**config.mk**
```make
export PLATFORM = sky130hd
export DESIGN_NAME = aar_cordic_cell
export DESIGN_NICKNAME = d
export VERILOG_FILES = /design/src/hw/rtl/aar_pkg.sv /design/src/hw/rtl/aar_cordic_cell.sv
export SDC_FILE = /design/constraint.sdc
export NUM_CORES = 1
export LEC_CHECK = 0
export BUFFER_PORTS_ARGS = -buffer_cell sky130_fd_sc_hd__buf_2
export CORE_UTILIZATION = 55
export CTS_BUF_LIST = sky130_fd_sc_hd__clkbuf_4
export DETAILED_ROUTE_END_ITERATION = 8
export GPL_ROUTABILITY_DRIVEN = 0
export PLACE_DENSITY = 0.94
export SLEW_MARGIN = 25
export SYNTH_ARGS = -nofsm -noshare
export SYNTH_HDL_FRONTEND = slang
export SYNTH_SLANG_ARGS = --single-unit
```
**constraint.sdc**
```tcl
create_clock -name i_clk -period 8.25 [get_ports i_clk]
set_clock_uncertainty 0.1 [all_clocks]
set_input_delay 1.2375 -clock i_clk [delete_from_list [all_inputs] [get_ports i_clk]]
set_output_delay 1.2375 -clock i_clk [all_outputs]
set_load 0.01 [all_outputs]
```
**src/hw/rtl/aar_pkg.sv**
```systemverilog
// shared types, constants and helper functions for the axis-angle rotation matrix
package aar_pkg;

    localparam int ANGLE_W = 24;
    localparam int AXIS_W  = 18;
    localparam int Z_W     = 32;
    localparam int C_W     = 19;
    localparam int OMC_W   = 20;
    localparam int PP_W    = 2 * AXIS_W;
    localparam int NS_W    = AXIS_W + C_W;
    localparam int Q_W     = PP_W + OMC_W;
    localparam int SUM_W   = 58;
    localparam int OUT_W   = 19;
    localparam int NUM_OUT = 9;
    localparam int MAX_STEPS = 30;

    localparam logic [29:0] PHASE_PER_RAD = 30'd683565276;
    localparam logic [63:0] GAIN_INV_Q32  = 64'd2608131496;
    localparam logic signed [OMC_W-1:0] ONE_Q16 = 20'sd65536;
    localparam logic signed [25:0] OUT_MAX = 26'sd262143;
    localparam logic signed [25:0] OUT_MIN = -26'sd262144;

    typedef struct packed {
        logic signed [AXIS_W-1:0] x;
        logic signed [AXIS_W-1:0] y;
        logic signed [AXIS_W-1:0] z;
    } t_axis;

    typedef struct packed {
        logic valid;
        logic flip;
    } t_cell_ctl;

    // arctangent of 2^-i in phase units, one full turn = 2^32
    function automatic logic [Z_W-1:0] atan_phase(input int idx);
        logic [Z_W-1:0] v;
        case (idx)
            0:  v = 32'd536870912;
            1:  v = 32'd316933406;
            2:  v = 32'd167458907;
            3:  v = 32'd85004756;
            4:  v = 32'd42667331;
            5:  v = 32'd21354465;
            6:  v = 32'd10679838;
            7:  v = 32'd5340245;
            8:  v = 32'd2670163;
            9:  v = 32'd1335087;
            10: v = 32'd667544;
            11: v = 32'd333772;
            12: v = 32'd166886;
            13: v = 32'd83443;
            14: v = 32'd41722;
            15: v = 32'd20861;
            16: v = 32'd10430;
            17: v = 32'd5215;
            18: v = 32'd2608;
            19: v = 32'd1304;
            20: v = 32'd652;
            21: v = 32'd326;
            22: v = 32'd163;
            23: v = 32'd81;
            24: v = 32'd41;
            25: v = 32'd20;
            26: v = 32'd10;
            27: v = 32'd5;
            28: v = 32'd3;
            29: v = 32'd1;
            default: v = 32'd0;
        endcase
        return v;
    endfunction

    // round q.48 to q.16, halves up, then clamp to the output range
    function automatic logic signed [OUT_W-1:0] sat_out(input logic signed [SUM_W-1:0] v);
        logic signed [SUM_W-1:0] r;
        logic signed [25:0] t;
        logic signed [OUT_W-1:0] o;
        r = v + $signed(SUM_W'(64'd1 << 31));
        t = r[SUM_W-1:32];
        if (t > OUT_MAX) begin
            o = OUT_MAX[OUT_W-1:0];
        end else if (t < OUT_MIN) begin
            o = OUT_MIN[OUT_W-1:0];
        end else begin
            o = t[OUT_W-1:0];
        end
        return o;
    endfunction

endpackage

```
**src/hw/rtl/aar_cordic_cell.sv**
```systemverilog
// one rotation step of the pipelined cordic chain
module aar_cordic_cell #(
    parameter int XW  = 19,
    parameter int IDX = 0
) (
    input  logic                              i_clk,
    input  logic                              i_rst_n,
    input  logic                              i_en,
    input  aar_pkg::t_cell_ctl                i_ctl,
    input  logic signed [XW-1:0]              i_x,
    input  logic signed [XW-1:0]              i_y,
    input  logic signed [aar_pkg::Z_W-1:0]    i_z,
    input  aar_pkg::t_axis                    i_axis,
    output aar_pkg::t_cell_ctl                o_ctl,
    output logic signed [XW-1:0]              o_x,
    output logic signed [XW-1:0]              o_y,
    output logic signed [aar_pkg::Z_W-1:0]    o_z,
    output aar_pkg::t_axis                    o_axis
);

    localparam logic signed [aar_pkg::Z_W-1:0] ATAN = aar_pkg::atan_phase(IDX);

    logic signed [XW-1:0] w_dx;
    logic signed [XW-1:0] w_dy;
    logic signed [XW-1:0] n_x;
    logic signed [XW-1:0] n_y;
    logic signed [aar_pkg::Z_W-1:0] n_z;

    aar_pkg::t_cell_ctl r_ctl;
    logic signed [XW-1:0] r_x;
    logic signed [XW-1:0] r_y;
    logic signed [aar_pkg::Z_W-1:0] r_z;
    aar_pkg::t_axis r_axis;

    assign w_dx = i_y >>> IDX;
    assign w_dy = i_x >>> IDX;

    always_comb begin
        // non-negative residual rotates counterclockwise
        if (i_z >= 0) begin
            n_x = i_x - w_dx;
            n_y = i_y + w_dy;
            n_z = i_z - ATAN;
        end else begin
            n_x = i_x + w_dx;
            n_y = i_y - w_dy;
            n_z = i_z + ATAN;
        end
    end

    always_ff @(posedge i_clk) begin
        if (!i_rst_n) begin
            r_ctl <= '0;
        end else if (i_en) begin
            r_ctl <= i_ctl;
        end
    end

    always_ff @(posedge i_clk) begin
        if (i_en) begin
            r_x    <= n_x;
            r_y    <= n_y;
            r_z    <= n_z;
            r_axis <= i_axis;
        end
    end

    assign o_ctl  = r_ctl;
    assign o_x    = r_x;
    assign o_y    = r_y;
    assign o_z    = r_z;
    assign o_axis = r_axis;

endmodule

```
* After elaboration in Yosys (flattened, before gate mapping)
Index checks and enable logic that the tools add are counted.
** Word-level totals
- Register bits :: 126
- Input bits :: 129
- Memories kept :: 0
- Bits in read-only memories :: 0
- Output and inout port bits :: 126
- RAM bits :: 0
- Latch bits :: 0
** Cells by class
- Div/mod/pow operators :: 0
- Order comparisons :: 1
- $add $sub $neg :: 5
- Bitwise logic cells :: 0
- $mul :: 0
- Reduce and logical (&&, ||, !) cells :: 0
- Shift-type cells :: 0
- Multiplexer cells :: 3
- Eq/ne operators :: 0
** Operators with widths (number)
- 19-bit two-way mux :: 2
- 19-bit subtractor :: 2
- 32-bit by 31-bit adder with 32-bit output, second input constant :: 1
- 32-bit by 1-bit greater-or-equal comparator with 1-bit output, second input constant :: 1
- 32-bit two-way mux :: 1
- 32-bit by 31-bit subtractor with 32-bit output, second input constant :: 1
- 19-bit adder :: 1

* Depth between registers and ports, before layout
Gate-level depths: netlist of run 1.
- Depth in word-level cells :: 2
- Mapped depth :: 10

* Worst setup path after synthesis of run 1
Ideal clock, no wire load.
- Path kind :: input to register
- From :: input i_x[0]
- To :: register r_x[18] (netlist: o_x[18]), data pin
- Library setup time :: 264 ps
- Data required time :: 7886 ps
- Arrival :: 3101 ps
- Path buffers :: 0
- Setup slack :: 4785 ps
- Cell stages on the path :: 9
- Cell sequence :: ha_1 > fa_1 > nor2b_1 > o21ai_0 > a211oi_1 > or4_1 > a22oi_1 > o21ai_1 > xnor2_1
** Between the ends
- Word-level cells in the longest chain between the ends :: 2
- Elaborated cells on any way between the ends :: 3
- Classes of those cells :: 2 x add/sub; 1 x mux
** RTL lines
- start, declared :: line aar_cordic_cell.sv:10 : input logic signed [XW-1:0] i_x,
- 19-bit adder or 19-bit subtractor (tied branches) :: line aar_cordic_cell.sv:45, aar_cordic_cell.sv:41
- 19-bit two-way mux (*) :: line aar_cordic_cell.sv:40 : if (i_z >= 0) begin
- named net n_x[18] :: line aar_cordic_cell.sv:25 : logic signed [XW-1:0] n_x;
- end signal, assigned :: line aar_cordic_cell.sv:61 : r_x <= n_x;
- end, declared :: line aar_cordic_cell.sv:30 : logic signed [XW-1:0] r_x;
The timed path passes the listed nets; every way through them passes the cells marked *.
A chain may end at the register's enable or synchronous reset.

* Final worst setup path of run 1
- From :: input i_z[31] (netlist name)
- To :: register r_y[18] (netlist: o_y[18]), data pin
** Between the ends
- Word-level cells in the longest chain between the ends :: 2
** RTL lines
- start, declared :: line aar_cordic_cell.sv:12 : input logic signed [aar_pkg::Z_W-1:0] i_z,
- 32-bit by 1-bit greater-or-equal comparator with 1-bit output :: line aar_cordic_cell.sv:40
- 19-bit two-way mux :: line aar_cordic_cell.sv:40
- named net n_y[18] :: line aar_cordic_cell.sv:26 : logic signed [XW-1:0] n_y;
- end signal, assigned :: line aar_cordic_cell.sv:62 : r_y <= n_y;
- end, declared :: line aar_cordic_cell.sv:31 : logic signed [XW-1:0] r_y;
The timed path passes the listed nets, and every way through them passes these cells.

==> results by stage, run 1 <==
Outcome:
- The run finished with clean final reports.

Yosys:
- In this run, synthesis inferred 123 flip-flops with an integrated enable.
- Summed over all instances, the cell type with the most area after synthesis is sky130_fd_sc_hd__edfxtp_1.
- The synthesized area per cell is 11.8 um2.
- The sequential cell area fraction in the yosys report is 55.0%.
- The proportion of register bits with asynchronous set or reset after synthesis is 0%.
- During synthesis, Yosys emitted a total of 0 warnings.
- Counting every net in the synthesized netlist gives 761.
- The synthesized area is 6780 um2.
- The share of synthesized area in the top cell type comes to 54.4%.
- In this run, distinct cell masters in the synthesized netlist total 60.
- The cell count after synthesis came out at 574.
- The number of register bits inferred by synthesis is 125.
- After synthesis, the cell types taking the most area are sky130_fd_sc_hd__edfxtp_1 (54%), sky130_fd_sc_hd__ha_1 (10%), sky130_fd_sc_hd__xnor2_1 (3.9%), sky130_fd_sc_hd__inv_1 (3.2%), sky130_fd_sc_hd__a21oi_1 (3.0%).
- By instance count, the leading cell after synthesis is sky130_fd_sc_hd__edfxtp_1.
- After synthesis, the most frequently instantiated cells are sky130_fd_sc_hd__edfxtp_1 (123), sky130_fd_sc_hd__inv_1 (57), sky130_fd_sc_hd__ha_1 (54).
- The most used flip-flop cell after synthesis is sky130_fd_sc_hd__edfxtp_1.

Floorplan:
- The number of placement rows is 40.
- In this run the standard cell core region covers 12000 um2.
- The floorplan die area is 12800 um2.
- The height of the chip is 113 um.
- Pin placement for this block handled 255 I/O pins.
- The initial utilization of the core area, before any placement, comes to 56.5%.
- From left edge to right edge, the die measures 113 um.

Global routing:
- Entering global routing, the biggest net connects 73 pins.
- The first global-routing pass estimated 26100 um of wire.
- For this run the aggregate overflow at the end of global routing stands at 0.
- The via count of the first global-routing pass is 5153.
- Global routing used 27.2% of the available tracks across all layers.
- The initial antenna violation count was 1.

Setup path:
- STA puts the critical path data arrival time at 3.71 ns.
- In this design, the stage delay of the slowest critical-path cell is 0.92 ns.
- The critical path data required time is 8.41 ns.
- The worst-path cell with the longest stage delay is sky130_fd_sc_hd__clkinv_1.
- Traced cell by cell, the critical path runs through buf_2 -> clkinv_1 -> a2111o_1 -> o22ai_1 -> xnor2_1.
- The startpoint kind of the worst setup timing path is an input pin.
- Of all nets on the critical path, the largest fanout is 42.
- The kind of end point of the critical path is a flip-flop.
- The worst setup path is of the input pin to flip-flop kind.
- In this run the register-to-register setup slack is 7.46 ns.

Power and ir drop:
- Combinational logic burns 24.0% of the power.
- The largest vdd supply drop is 0.0000998 V.
- In this run, the clock network consumes 26.3% of the power.
- The total design power is 0.00160 W.
- The power per standard cell area is 190 nW/um2.
- The internal power of the cells totals 0.00116 W.
- The relative contribution of sequential cells to total power is 49.7%.
- Of the total power, the share spent switching nets is 27.8%.
- Summed over all cells, the static leakage comes to 3.83 nW.
- The analysis attributes to net switching a power of 0.000446 W.

Final layout:
- The share of cells above drive strength 1 is 34.3%.
- The final-layout fill cell count is 887.
- In the final layout, the multi-input gates occupy 2730 um2.
- For this run, the post-layout net count is 1013.
- The post-layout instance area is 8440 um2.
- Registers take 3730 um2.
- The area added between synthesis and finish is 24.5%.

STA:
- The maximum operating frequency is 282 MHz.
- The count of final setup violators is 0.
- The minimum period implied by the final worst setup slack is 3.55 ns.
- The number of hold violations in the final report is 0.
- The actual transition at the worst max-transition pin is 0.870 ns.
- Dividing the final minimum period by the clock period gives 43.0%.
- The total negative slack for setup checks is 0 ns.
- Setup repair after global routing left no endpoint under its margin.
- The worst relative slew slack is 41.6%.
- The final number of max-transition violations is 0.

Placement:
- The total placed instance area is 8150 um2.
- The HPWL after detailed placement is 13800 um.
- The number of I/O port buffers is 254.

Clock network:
- Post-CTS timing repair inserted 0 buffers for setup.
- The depth of the CTS H-tree is 4.
- The number of gates resized after CTS was 0.
- In this run the deepest clock path goes through 2 buffers.
- The clock-pin transition on the worst setup and hold timing paths is 0.11 ns.
- The tree is rooted in a sky130_fd_sc_hd__clkbuf_4.
- Clock tree synthesis inserted a total of 17 buffers.
- The tree built by TritonCTS fans out to 125 sinks.
- The clock insertion delay at the later pin of the skew report is 0.49 ns.
- The number of buffers inserted for hold repair after clock tree synthesis is 0.
- The CTS tree is built.

Route:
- The routed length per placed instance is 17.7 um.
- In the routed design, unresolved DRC markers number 0.
- The ratio of routed vias to standard cells is 5.58.
- For this block, the initial DRC count from the detailed router was 538.
- The number of antenna-violating nets in the routed design is 0.
- For this block, the routed nets add up to 17400 um of wire.
- The final route contains 5511 vias.
- The length of the first detailed-routing pass in iterations is 5.

Worst hold path:
- The path type of the worst min-delay path is flip-flop to flip-flop.

Flow run:
- The number of max-cap violations is 0.
layer usage:
metal / part of all wire, % / routed length (um) / GRT usage [%] / vias to the layer above
met5: 0 / 0 / 0 / -
met4: 4.2 / 739 / 15.3 / 0
met3: 7.6 / 1330 / 5.41 / 54
met2: 51 / 8940 / 47.7 / 314
met1: 37 / 6410 / 31.2 / 2534
li1: - / - / - / 2609
worst paths after layout:
kind / cells past startpoint / to / start
max: 5 / o_y[18]$_DFFE_PP_ / i_z[31]
min: 2 / o_ctl[1]$_SDFFE_PN0P_ / o_ctl[1]$_SDFFE_PN0P_
max reg2reg: 2 / o_ctl[0]$_SDFFE_PN0P_ / o_ctl[0]$_SDFFE_PN0P_
min reg2reg: 2 / o_ctl[1]$_SDFFE_PN0P_ / o_ctl[1]$_SDFFE_PN0P_
flip-flops by register name, summed over array words and instances, names as in the netlist:
name and count:
o_y 18, o_z 32, o_axis 54, o_ctl 2
o_x 19
cells in the final DEF (no fill, tap or decap), types with 9 or more instances in the layout:
cell | Yosys | layout
sky130_fd_sc_hd__a21oi_1 | 41 | 41
sky130_fd_sc_hd__edfxtp_1 | 123 | 123
sky130_fd_sc_hd__mux2i_1 | 13 | 13
sky130_fd_sc_hd__ha_1 | 54 | 54
sky130_fd_sc_hd__o21a_1 | 9 | 9
sky130_fd_sc_hd__xnor2_1 | 30 | 30
sky130_fd_sc_hd__nor3_1 | 15 | 15
sky130_fd_sc_hd__nor2b_1 | 13 | 13
sky130_fd_sc_hd__o21ai_0 | 31 | 31
sky130_fd_sc_hd__inv_1 | 57 | 57
sky130_fd_sc_hd__nor2_1 | 26 | 26
sky130_fd_sc_hd__a21o_1 | 11 | 11
sky130_fd_sc_hd__buf_2 | 7 | 253
sky130_fd_sc_hd__clkbuf_4 | 0 | 22
sky130_fd_sc_hd__nand2_1 | 23 | 23
worst max-delay path, delay by kind of cell:
family	cells	cell delay [ns]
buffers and inverters	2	1.49
xor gates and xnor gates	1	0.10
AOI/OAI and AO/OA	2	0.84
power by group through the flow:
stage / Sequential (W) / Combinational [W] / Clock, W
floorplan: 0.000850 / 0.000178 / 0
global placement: 0.000809 / 0.000372 / 0
detailed placement: 0.000812 / 0.000381 / 0
CTS: 0.000798 / 0.000382 / 0.000433
global route: 0.000803 / 0.000417 / 0.000458
finish: 0.000797 / 0.000385 / 0.000422
per-stage QoR:
stage	worst slack (ns)	util [%]	std cells	hold WS, ns
finish	4.70	70.3	987	0.473
global placement	4.30	67.9	954	0.420
detailed placement	4.24	67.9	954	0.426
CTS	4.82	70.3	986	0.464
floorplan	4.78	-	574	0.438
global route	4.62	70.3	987	0.519
cell families after synthesis:
logic type	Yosys count	share of synthesized area (%)
AOI/OAI and AO/OA	154	14.8
xor gates and xnor gates	35	4.52
adders and majority gates	58	11.1
buffers and inverters	82	4.72
DFF	125	55.0
muxes	14	2.08
and+or+nand+nor	106	7.73
layout make-up:
cell class,count,area share [%]
inverter,60,2.67
antenna,1,0.0296
clock inverter,10,1.45
sequential,125,44.2
clock buffer,22,1.96
tap,147,2.18
timing repair buffer,255,15.2
multi-input combinational,367,32.3
Note: power is estimated with default switching activity, not from simulation.
==> run 2, diff against run 1 <==
- CORE_UTILIZATION: 55 -> 51
- PLACE_DENSITY: 0.94 -> 0.88
- clock period: 8.25 -> 3.65 ns (I/O delays scaled with it)
==> run 2 against run 1 <==
Wire length increased by 0.20%. Total power increased by 120%. Via count increased by 0.36%. Non-clock buffer count increased by 7. Final cell count increased by 3.1%. First-iteration DRC count decreased by 17%. Final area increased by 0.39%.
==> results by stage, run 2 (same netlist as run 1, synthesis figures left out) <==
Outcome:
- The run finished with clean final reports.

Setup path:
- The startpoint-to-endpoint class of the critical path is input pin to flip-flop.
- The highest fanout seen on the critical path came to 3 (-93%).
- STA classifies the critical path startpoint as an input pin.
- The worst path arrival time came to 2.88 ns (-0.83 ns).
- The critical path data required time is 3.81 ns (-4.60 ns).
- The startpoint identified for the worst register-to-register timing path is o_ctl[1]$_SDFFE_PN0P_.
- In this run the worst setup path begins at i_x[0].
- STA classifies the critical path endpoint as a flip-flop.
- The register-to-register setup slack is 2.92 ns (-4.54 ns).

Final layout:
- The utilization after layout came to 66.4% (-3.9 points).
- The share of cells above drive strength 1 was 34.6% (+0.27 points).
- The final-layout fill cell count came to 1028 (+16%).
- The area added between synthesis and finish is 25.0%.
- The most common library cell in the layout ignoring fill and taps is sky130_fd_sc_hd__buf_2.
- The post-layout instance area came to 8480 um2 (+0.39%).
- In the layout the commonest cells are sky130_fd_sc_hd__buf_2 (253), sky130_fd_sc_hd__edfxtp_1 (123), sky130_fd_sc_hd__inv_1 (57), sky130_fd_sc_hd__ha_1 (54), sky130_fd_sc_hd__a21oi_1 (41).
- The final cell count without fillers is 1018 (+3.1%).
- The final net count is 1020 (+0.69%).
- The flip-flop count of the largest register, all copies and words added was 54 (unchanged).

Power and ir drop:
- The leakage power figure is 3.83 nW (about the same).
- The proportion of power drawn by the clock network is 22.6% (-3.7 points).
- The relative contribution of sequential cells to total power is 51.9% (+2.2 points).
- The power per standard cell area is 408 nW/um2 (+110%).
- The power dissipated by switching net loads is 0.00101 W (+130%).
- The net switching fraction of the power is 29.1% (+1.3 points).
- The part of the power in combinational logic was 25.5% (+1.5 points).
- The largest vdd supply drop is 0.000143 V (+44%).
- The internal power summed over all cells is 0.00245 W (+110%).

Clock network:
- The number of clock sinks came to 125 (unchanged).
- The clock insertion delay at the later pin of the skew report is 0.49 ns (about the same).
- The total clock buffers created by CTS came to 17 (unchanged).
- The root buffer cell chosen for the clock tree is sky130_fd_sc_hd__clkbuf_4.
- The worst-case clock buffer depth came to 2 (unchanged).
- The CTS tree is built.
- The depth of the CTS H-tree was 4 (unchanged).
- The post-CTS setup buffer count came to 0 (unchanged).
- The number of cells upsized or downsized after cts is 0 (unchanged).
- The number of buffers inserted for hold repair after clock tree synthesis was 0 (unchanged).
- The clock-pin transition on the worst setup and hold timing paths came to 0.10 ns (about the same).

Placement:
- The total placed instance area is 8250 um2 (+1.2%).
- The post-placement cell count is 986 (+3.4%).
- The HPWL after detailed placement is 13900 um (+0.90%).
- The number of I/O port buffers is 254 (unchanged).

STA:
- The total negative slack for setup checks was 0 ns (unchanged).
- The number of hold violations in the final report came to 0 (unchanged).
- For this run, the top clock speed supported by timing is 368 MHz.
- The count of final setup violators was 0 (unchanged).
- The actual transition at the worst max-transition pin is 0.749 ns (-0.122 ns).
- For the finished layout, the period the worst path requires is 2.72 ns.
- The worst relative slew slack came to 50.1% (+8.5 points).
- The tightest hold margin is 0.118 ns (-0.355 ns).
- The worst path uses 74.4% of the clock period.
- The final number of max-transition violations is 0 (unchanged).
- Setup repair after global routing left no endpoint under its margin.

Floorplan:
- The core footprint is 12800 um2 (+6.3%).
- The die width is 117 um (+3.8%).
- The height of the chip came to 117 um (+3.8%).
- The floorplan die area is 13800 um2 (+7.7%).
- The starting utilization of the core area is 53.1% (-3.4 points).
- The number of placement rows is 41 (+2.5%).
- The number of top-level pins is 255 (unchanged).

Global routing:
- The wire length of the first global-routing pass is 27800 um (+6.3%).
- The via count of the first global-routing pass is 5199 (+0.89%).
- The largest net degree at the start of global routing is 54 (-26%).
- The initial antenna violation count came to 1 (unchanged).
- The residual overflow from global routing is 0 (unchanged).
- The total routing resource utilization after global routing came to 26.3% (-0.93 points).

Route:
- The final routed wirelength across all metal layers is 17500 um (+0.20%).
- The length of the first detailed-routing pass in iterations came to 5 (unchanged).
- The total DRC errors in the routed layout is 0 (unchanged).
- The initial detailed-routing violation count is 448 (-17%).
- The number of antenna-violating nets in the routed design is 0 (unchanged).
- The routed length per placed instance is 17.2 um (-2.9%).
- The ratio of routed vias to standard cells is 5.43 (-2.7%).
- The overall via count from detail_route is 5531 (+0.36%).

Worst hold path:
- The path type of the worst min-delay path is input pin to flip-flop.
- The startpoint identified for the worst hold timing path is i_z[28].

Flow run:
- The number of max-cap violations is 0 (unchanged).
==> run 2: per-layer routing <==
metal | global-route usage, % | wire length [um]
met5 | 0 | 0
met4 | 10.5 | 509
met3 | 6.37 | 1540
met2 | 45.3 | 8940
met1 | 31.4 | 6480
==> run 2: worst paths after layout <==
check	cells after the start	end
worst max-delay path	10	o_x[18]$_DFFE_PP_
worst min-delay path	1	o_z[28]$_DFFE_PP_
worst max register to register	2	o_ctl[1]$_SDFFE_PN0P_
worst min register to register	2	o_ctl[0]$_SDFFE_PN0P_
==> run 2: through the flow <==
step / total power [W] / setup slack [ns]
floorplan: 0.00232 / 0.875
global placement: 0.00268 / 0.537
detailed placement: 0.00270 / 0.481
CTS: 0.00348 / 1.05
global route: 0.00363 / 0.838
finish: 0.00346 / 0.934
==> run 2: layout make-up <==
class | instances | area [um2] | area share (%)
Multi-Input combinational cell | 367 | 2730 | 32.2
Timing Repair Buffer | 262 | 1350 | 15.9
Tap cell | 172 | 215 | 2.54
Antenna cell | 2 | 5.00 | 0.0590
Inverter | 60 | 225 | 2.66
Sequential cell | 125 | 3730 | 44.0
Clock buffer | 19 | 143 | 1.68
Clock inverter | 11 | 78.8 | 0.930
==> run 2: critical path: stages <==
cell	delay [ns]
sky130_fd_sc_hd__buf_2	0.12
sky130_fd_sc_hd__ha_1	0.22
sky130_fd_sc_hd__fa_1	0.41
sky130_fd_sc_hd__nor2b_1	0.18
sky130_fd_sc_hd__o21ai_0	0.33
sky130_fd_sc_hd__a211oi_1	0.18
sky130_fd_sc_hd__or4_1	0.51
sky130_fd_sc_hd__a22oi_1	0.15
sky130_fd_sc_hd__o21ai_1	0.10
sky130_fd_sc_hd__xnor2_1	0.13
==> run 2: power groups by stage <==
stage	Sequential [W]	Combinational (W)	Clock (W)
after global placement	0.00182	0.000856	0
final	0.00179	0.000883	0.000780
after global routing	0.00181	0.000956	0.000864
after detailed placement	0.00183	0.000875	0
after floorplan	0.00192	0.000402	0
after CTS	0.00180	0.000878	0.000806
